`src/sv/rpl_pkg.sv`:
```
`timescale 1ns / 1ps
// Shared types and constants for the random pair link placer.
// No dependencies; imported by rpl_pick, random_pair_link_placer_top and the testbench.

package rpl_pkg;

  localparam int NODE_W  = 8;
  localparam int DEG_W   = 8;
  localparam int DRAW_W  = 16;
  localparam int LINK_W  = 15;
  localparam int RETRY_W = 16;
  localparam int APB_AW  = 3;
  localparam int APB_DW  = 32;

  localparam logic [RETRY_W-1:0] RETRY_RESET = 16'd64;

  typedef enum logic {
    ACT_LOAD    = 1'b0,
    ACT_ATTEMPT = 1'b1
  } action_e;

  typedef enum logic [2:0] {
    STAT_ADDED       = 3'd0,
    STAT_FIRST_FULL  = 3'd1,
    STAT_SECOND_FULL = 3'd2,
    STAT_DUPLICATE   = 3'd3,
    STAT_GAVE_UP     = 3'd4,
    STAT_DONE_OK     = 3'd5,
    STAT_DONE_SHORT  = 3'd6,
    STAT_LOADED      = 3'd7
  } status_e;

  typedef enum logic {
    REG_LINK_TARGET = 1'b0,
    REG_RETRY_LIMIT = 1'b1
  } reg_idx_e;

  typedef enum logic [3:0] {
    S_CLEAR,
    S_IDLE,
    S_LOAD,
    S_DECIDE,
    S_RD_I,
    S_RD_J,
    S_CHK_J,
    S_CHK_A,
    S_ADJ2_RD,
    S_ADJ2_WR,
    S_RM_RD,
    S_RM_WR,
    S_REPLY
  } fsm_e;

  typedef struct packed {
    action_e             action;
    logic [NODE_W-1:0]   node_index;
    logic [DEG_W-1:0]    degree;
    logic [DRAW_W-1:0]   draw_first;
    logic [DRAW_W-1:0]   draw_second;
  } rpl_item_t;

  typedef struct packed {
    status_e             status;
    logic [NODE_W-1:0]   node_first;
    logic [NODE_W-1:0]   node_second;
    logic [LINK_W-1:0]   links_placed;
  } rpl_result_t;

  typedef struct packed {
    logic [DEG_W-1:0] target;
    logic [DEG_W-1:0] placed;
  } deg_entry_t;

endpackage

```
`src/sv/rpl_pick.sv`:
```
`timescale 1ns / 1ps
// Maps two random words onto two distinct open-list positions by multiply-high.
// Depends on rpl_pkg.

module rpl_pick import rpl_pkg::*; #(
  parameter int MAX_NODES = 256,
  parameter int DRAW_BITS = 16,
  localparam int CNT_W    = $clog2(MAX_NODES + 1),
  localparam int LIST_AW  = $clog2(MAX_NODES)
) (
  input  logic               clk_i,
  input  logic               load_i,
  input  logic [DRAW_W-1:0]  draw_first_i,
  input  logic [DRAW_W-1:0]  draw_second_i,
  input  logic [CNT_W-1:0]   count_i,
  output logic [LIST_AW-1:0] pos_first_o,
  output logic [LIST_AW-1:0] pos_second_o
);

  localparam int DM_W   = (DRAW_BITS < DRAW_W) ? DRAW_BITS : DRAW_W;
  localparam int PROD_W = DRAW_BITS + CNT_W;

  logic [DM_W-1:0]    dm_first, dm_second;
  logic [CNT_W-1:0]   count_less;
  logic [PROD_W-1:0]  prod_first, prod_second;
  logic [LIST_AW-1:0] pos_first_q, pos_raw_q;

  assign dm_first    = draw_first_i[DM_W-1:0];
  assign dm_second   = draw_second_i[DM_W-1:0];
  assign count_less  = count_i - CNT_W'(1);
  assign prod_first  = PROD_W'(dm_first) * PROD_W'(count_i);
  assign prod_second = PROD_W'(dm_second) * PROD_W'(count_less);

  always_ff @(posedge clk_i) begin
    if (load_i) begin
      pos_first_q <= LIST_AW'(prod_first[PROD_W-1:DRAW_BITS]);
      pos_raw_q   <= LIST_AW'(prod_second[PROD_W-1:DRAW_BITS]);
    end
  end

  // second position skips over the first so the two never coincide
  assign pos_first_o  = pos_first_q;
  assign pos_second_o = (pos_raw_q >= pos_first_q) ? pos_raw_q + LIST_AW'(1) : pos_raw_q;

endmodule

```
`config.mk`:
```
export PLATFORM = sky130hd
export DESIGN_NAME = rpl_pick
export DESIGN_NICKNAME = d
export VERILOG_FILES = /design/src/sv/rpl_pkg.sv /design/src/sv/rpl_pick.sv
export SDC_FILE = /design/constraint.sdc
export NUM_CORES = 1
export LEC_CHECK = 0
export ABC_AREA = 1
export BUFFER_PORTS_ARGS = -buffer_cell sky130_fd_sc_hd__buf_2
export CORE_UTILIZATION = 60
export CTS_CLUSTER_DIAMETER = 200
export DETAILED_ROUTE_END_ITERATION = 8
export GPL_TIMING_DRIVEN = 1
export PLACE_DENSITY = 0.78
export SLEW_MARGIN = 10
export SYNTH_ARGS = -nofsm -noshare
export SYNTH_HDL_FRONTEND = slang
export SYNTH_SLANG_ARGS = --single-unit
```
`constraint.sdc`:
```
create_clock -name clk_i -period 11.35 [get_ports clk_i]
set_input_delay 1.7025 -clock clk_i [delete_from_list [all_inputs] [get_ports clk_i]]
set_output_delay 1.7025 -clock clk_i [all_outputs]
set_load 0.02 [all_outputs]
```
==> After elaboration in Yosys (flattened, before gate mapping) <==
Index checks and enable logic that the tools add are counted.
{ "word_totals": {"out_inout_bits": 16, "regBits": 16, "elab_cells": 8} }
{ "classes": {"order_cmp": 1, "mul": 2, "muxes": 1, "addsub": 2} }
{ "ops": {"columns": ["operator", "count"], "rows": [
  ["$mul 16x9->24", 2],
  ["$sub 9x1->9 const B", 1],
  ["$add 8x1->8 const B", 1],
  ["$ge 8x8->1", 1],
  ["$mux 8", 1]
]} }

==> Longest topological paths before layout <==
{ "depth": {"word_depth": 2, "depth_mapped": 30, "mapped_depth_nobuf": 28} }

==> Worst setup path after synthesis <==
No wires, ideal clock.
{ "synth_path": {"path_kind": "input-to-reg", "from": "input port count_i[0]", "to": "register pos_raw_q[2], data pin", "stages": 23, "arrival_ns": 6.088, "slack_ns": 5.002, "path_cell_list": "buf_6 > clkinv_4 > clkbuf_1 > ha_1 > or2_2 > nand2_1 > inv_1 > clkbuf_1 > nand2_1 > fa_1 > inv_1 > fa_1 > fa_1 > inv_1 > fa_1 > inv_1 > ha_1 > a21oi_1 > a21boi_0 > nand2_1 > nand3_1 > nand2_1 > xor2_1"} }
{ "synth_via": {"elab_chain_len": 2} }
{ "synth_rtl": {"columns": ["item", "line", "text"], "rows": [
  ["start, declared", "rpl_pick.sv:15", "input logic [CNT_W-1:0] count_i,"],
  ["$sub 9x1->9", "rpl_pick.sv:30", "assign count_less = count_i - CNT_W'(1);"],
  ["$mul 16x9->24", "rpl_pick.sv:32", "assign prod_second = PROD_W'(dm_second) * PROD_W'(count_less);"],
  ["named net prod_second[18]", "rpl_pick.sv:25", "logic [PROD_W-1:0] prod_first, prod_second;"],
  ["end signal, assigned", "rpl_pick.sv:37", "pos_raw_q <= LIST_AW'(prod_second[PROD_W-1:DRAW_BITS]);"],
  ["end, declared", "rpl_pick.sv:26", "logic [LIST_AW-1:0] pos_first_q, pos_raw_q;"]
]} }
The timed path passes the listed nets, and every way through them passes these cells.
A chain may end at the register's enable or synchronous reset.

==> Worst setup path after layout <==
Same ends and word-level chain as after synthesis.

==> results.txt <==
The count of input and output buffers was 58; the total number of H-tree levels was 1. The maximum vdd ir drop came out at 0.146 mV. The kind of end point of the critical path is a flop. For the worst setup path, the data required time is 11.34 ns. The final-report hold violation count was 0; the average via count per standard cell was 5.25. For the number of setup buffers added after CTS, the log shows 0. Across the run, the number of max-cap violations was 0. Global routing finished with a remaining overflow of 0. The floorplan step set the die height to 130 um. The initial antenna violation count was 0. The number of hold buffers added after CTS was 0. The area overhead of the layout relative to synthesis is 4.33%, and the setup total negative slack is 0 ns. The final critical path takes up 59.1% of the cycle. The floorplan step defined a die boundary enclosing 0.0169 sq mm.

The type of the tightest min-delay check was in2reg. The synthesized design contains 16 register bits. The critical path goes through buf_2 -> clkinv_4 -> nand3_2 -> nor2_2 -> nand2_1 -> xor2_2 -> inv_1 -> nand2_1 -> fa_1 -> fa_1 -> inv_1 -> fa_1 -> inv_1 -> fa_1 -> inv_1 -> ha_1 -> a21oi_1 -> o21a_1 -> a21boi_0 -> nand2_1 -> xor2_1. In this run the horizontal extent of the chip is 130 um. Yosys attributes the largest share of cell area to fa_1 (39%), inv_1 (14%), nand2_1 (13%), ha_1 (11%), nor2_1 (5.0%).

The via count of the first global-routing pass was 8256. The clock root buffer master is clkbuf_16. Share of Yosys cell area claimed by the top area cell type: 39.4%. The post-detailed-placement cell area was 0.0102 sq mm.

Data arrives at the worst endpoint at 6.70 ns. For this design the ratio of total power to cell area is 220 mW/mm^2. The run finished with clean final reports. The run gives 0 as the count of antenna-violating nets left after detailed routing. The wire length of the first global-routing pass was 38.5 mm.

Critical-path cell with the highest stage delay: xor2_2. The category of the most critical setup path is in2reg. Static timing analysis puts the maximum clock frequency at 0.149 GHz. Post-CTS repair changed the size of 0 cells.

The tools report the detailed-router iteration count before antenna repair as 5. The routed design has 22.5 mm of wire. The tools report the relative slew slack as 47.3%. Summed over all cells, the static leakage comes to 6.08 nW. Setup violations remaining at the end of the flow were counted as 0. The final layout contains 1686 nets.

Sequential cells were found to cover 4.88% of the synthesized design area. The count of cells in the finished layout, fillers not included, comes to 1576. Broken down by cell family, the worst path's largest delay share belongs to adder cells. The floorplan core area was 0.0159 sq mm. Across every metal layer, demand over resource in global routing totals 28.8%. Synthesis produced 1341 cells. The maximum fanout along the worst path was 17. The tools report the least setup slack across all paths after layout as 4.64 ns. The cell area that synthesis handed to floorplanning was 0.00985 sq mm. Entering global routing, the biggest net connects 21 pins. The tools report the final design utilization as 64.5%. The run gives 0 as the max-slew violation count.

The number of clock sinks was 16; the post-route cell area was 0.0103 sq mm. The number of placed instances with taps included is 1572. Setup repair after global routing left no endpoint under its margin. The longest clock path from root to sink contains 2 buffers. Row generation in the floorplan step produced 46 rows. Once detailed placement completed, the half-perimeter wirelength came to 19.5 mm.

The count of buffer and inverter cells on the critical path works out to 6. After clock tree synthesis, the clock-pin slew on the worst setup and hold paths is 0.05 ns. The minimum period implied by the final worst setup slack came out at 6.71 ns. At the pin with the least slew margin, the transition time is 0.789 ns. The tools report the worst slack after detailed placement as 4.45 ns. For the synthesized netlist net count, the log shows 1666.

TritonCTS built the clock tree. The routed layout has 8280 vias. The count of synthesis-stage warnings from yosys came out at 0.

A synthesized cell averages 7.35 sq um. In the final routed layout, each cell accounts on average for 14.3 um. During I/O placement, the number of pins put on the boundary was 59. The congestion estimate from routability-driven global placement came to 0.914. In the routed design, unresolved DRC markers number 0.

Clock tree synthesis inserted a total of 3 buffers. After the first detailed-routing iteration, the DRC count stood at 717. STA classifies the critical path startpoint as an input pin.

fa_1 takes more of the synthesized area than any other cell. Layout cell share with drive strength beyond 1: 5.88%. The tools report the initial cell density of the core as 61.8%.

On the worst path, the slowest cell contributes a delay of 0.63 ns. The netlist uses 36 different library cells. The number of antenna diodes in the final layout is 0.
==> flip-flops by register name, indices dropped and copies added, names as in the netlist <==
register and flops:
pos_first_o 8, pos_raw_q 8
==> stage by stage <==
step                      hold slack (ns)  power (mW)
after floorplan                      1.82        1.68
final                                1.88        2.26
after CTS                            1.88        2.25
after global routing                 1.89        2.58
after global placement               2.14        2.12
after detailed placement             2.14        2.17
==> placed cells by master (no fill, tap or decap), types with 3 or more instances in the layout <==
cell       synthesis  final
inv_1            356    356
nand2_1          340    340
fa_1             194    194
nor2_1           130    130
ha_1              88     88
buf_2              8     58
a21oi_1           37     37
nand3_1           31     31
nand4_1           19     19
o21ai_0           19     19
edfxtp_1          16     16
xor2_1            15     15
xnor2_1            8      8
nand2_2            7      7
o21bai_1           4      4
and2_1             3      3
a21boi_0           3      3
o21a_1             3      3
nor4_1             3      3
a21o_1             3      3
clkbuf_16          0      3
==> path summary, 6_finish.rpt <==
path / end / cells after the start / slack, ns / startpoint
worst min-delay path: pos_first_o[6]$_DFFE_PP_ / 1 / 1.88 / load_i
worst max-delay path: pos_raw_q[2]$_DFFE_PP_ / 21 / 4.64 / count_i[0]
==> area by class of cell <==
class                           instances  area (sq um)
Timing Repair Buffer                   60           305
Inverter                              359          1350
Clock inverter                          1          3.75
Sequential cell                        16           480
Clock buffer                            3          75.1
Multi-Input combinational cell        921          7790
Fill cell                            1402          5660
Tap cell                              216           270
==> logic make-up (layout without fill, tap and decap cells) <==
kind of cell,Yosys count,count (layout),share of synthesized area [%]
xor gates and xnor gates,24,24,2.21
adders and majority gates,282,282,50.6
DFF,16,16,4.88
buffers and inverters,404,423,16.0
AOI/OAI and AO/OA,71,71,3.94
and+or+nand+nor,544,544,22.3
==> cell usage after synthesis <==
cell,n
nor4_1,3
or2_1,1
o21a_1,3
buf_4,5
inv_1,356
clkinv_2,1
clkbuf_1,26
nand2_1,340
xor2_1,15
nor2_1,130
nand3_2,1
nand3_1,31
and2_1,3
a21boi_0,3
ha_1,88
o21bai_1,4
buf_1,2
buf_2,8
a21oi_1,37
xor2_2,1
edfxtp_1,16
nand3b_1,2
o21ai_0,19
nand2_2,7
inv_2,1
buf_6,4
nor2_2,2
nor2_4,2
xnor2_1,8
or2_2,1
fa_1,194
nand4_1,19
nor3_1,2
o21ai_1,2
clkinv_4,1
a21o_1,3
==> report_power, final <==
part / internal, mW / switching, mW / leakage, nW
sequential: 0.138 / 0.0264 / 0.156
combinational: 0.750 / 1.28 / 5.89
clock: 0.0466 / 0.0202 / 0.0385
==> metal layers <==
layer  track usage (%)  vias to the layer above  wire (um)
met5                 0                        -          0
met4              4.38                        0        239
met3              2.91                       21       1970
met2              46.7                      373      10400
met1              42.6                     3959       9940
li1                  -                     3927          -
Note: power is estimated with default switching activity, not from simulation.
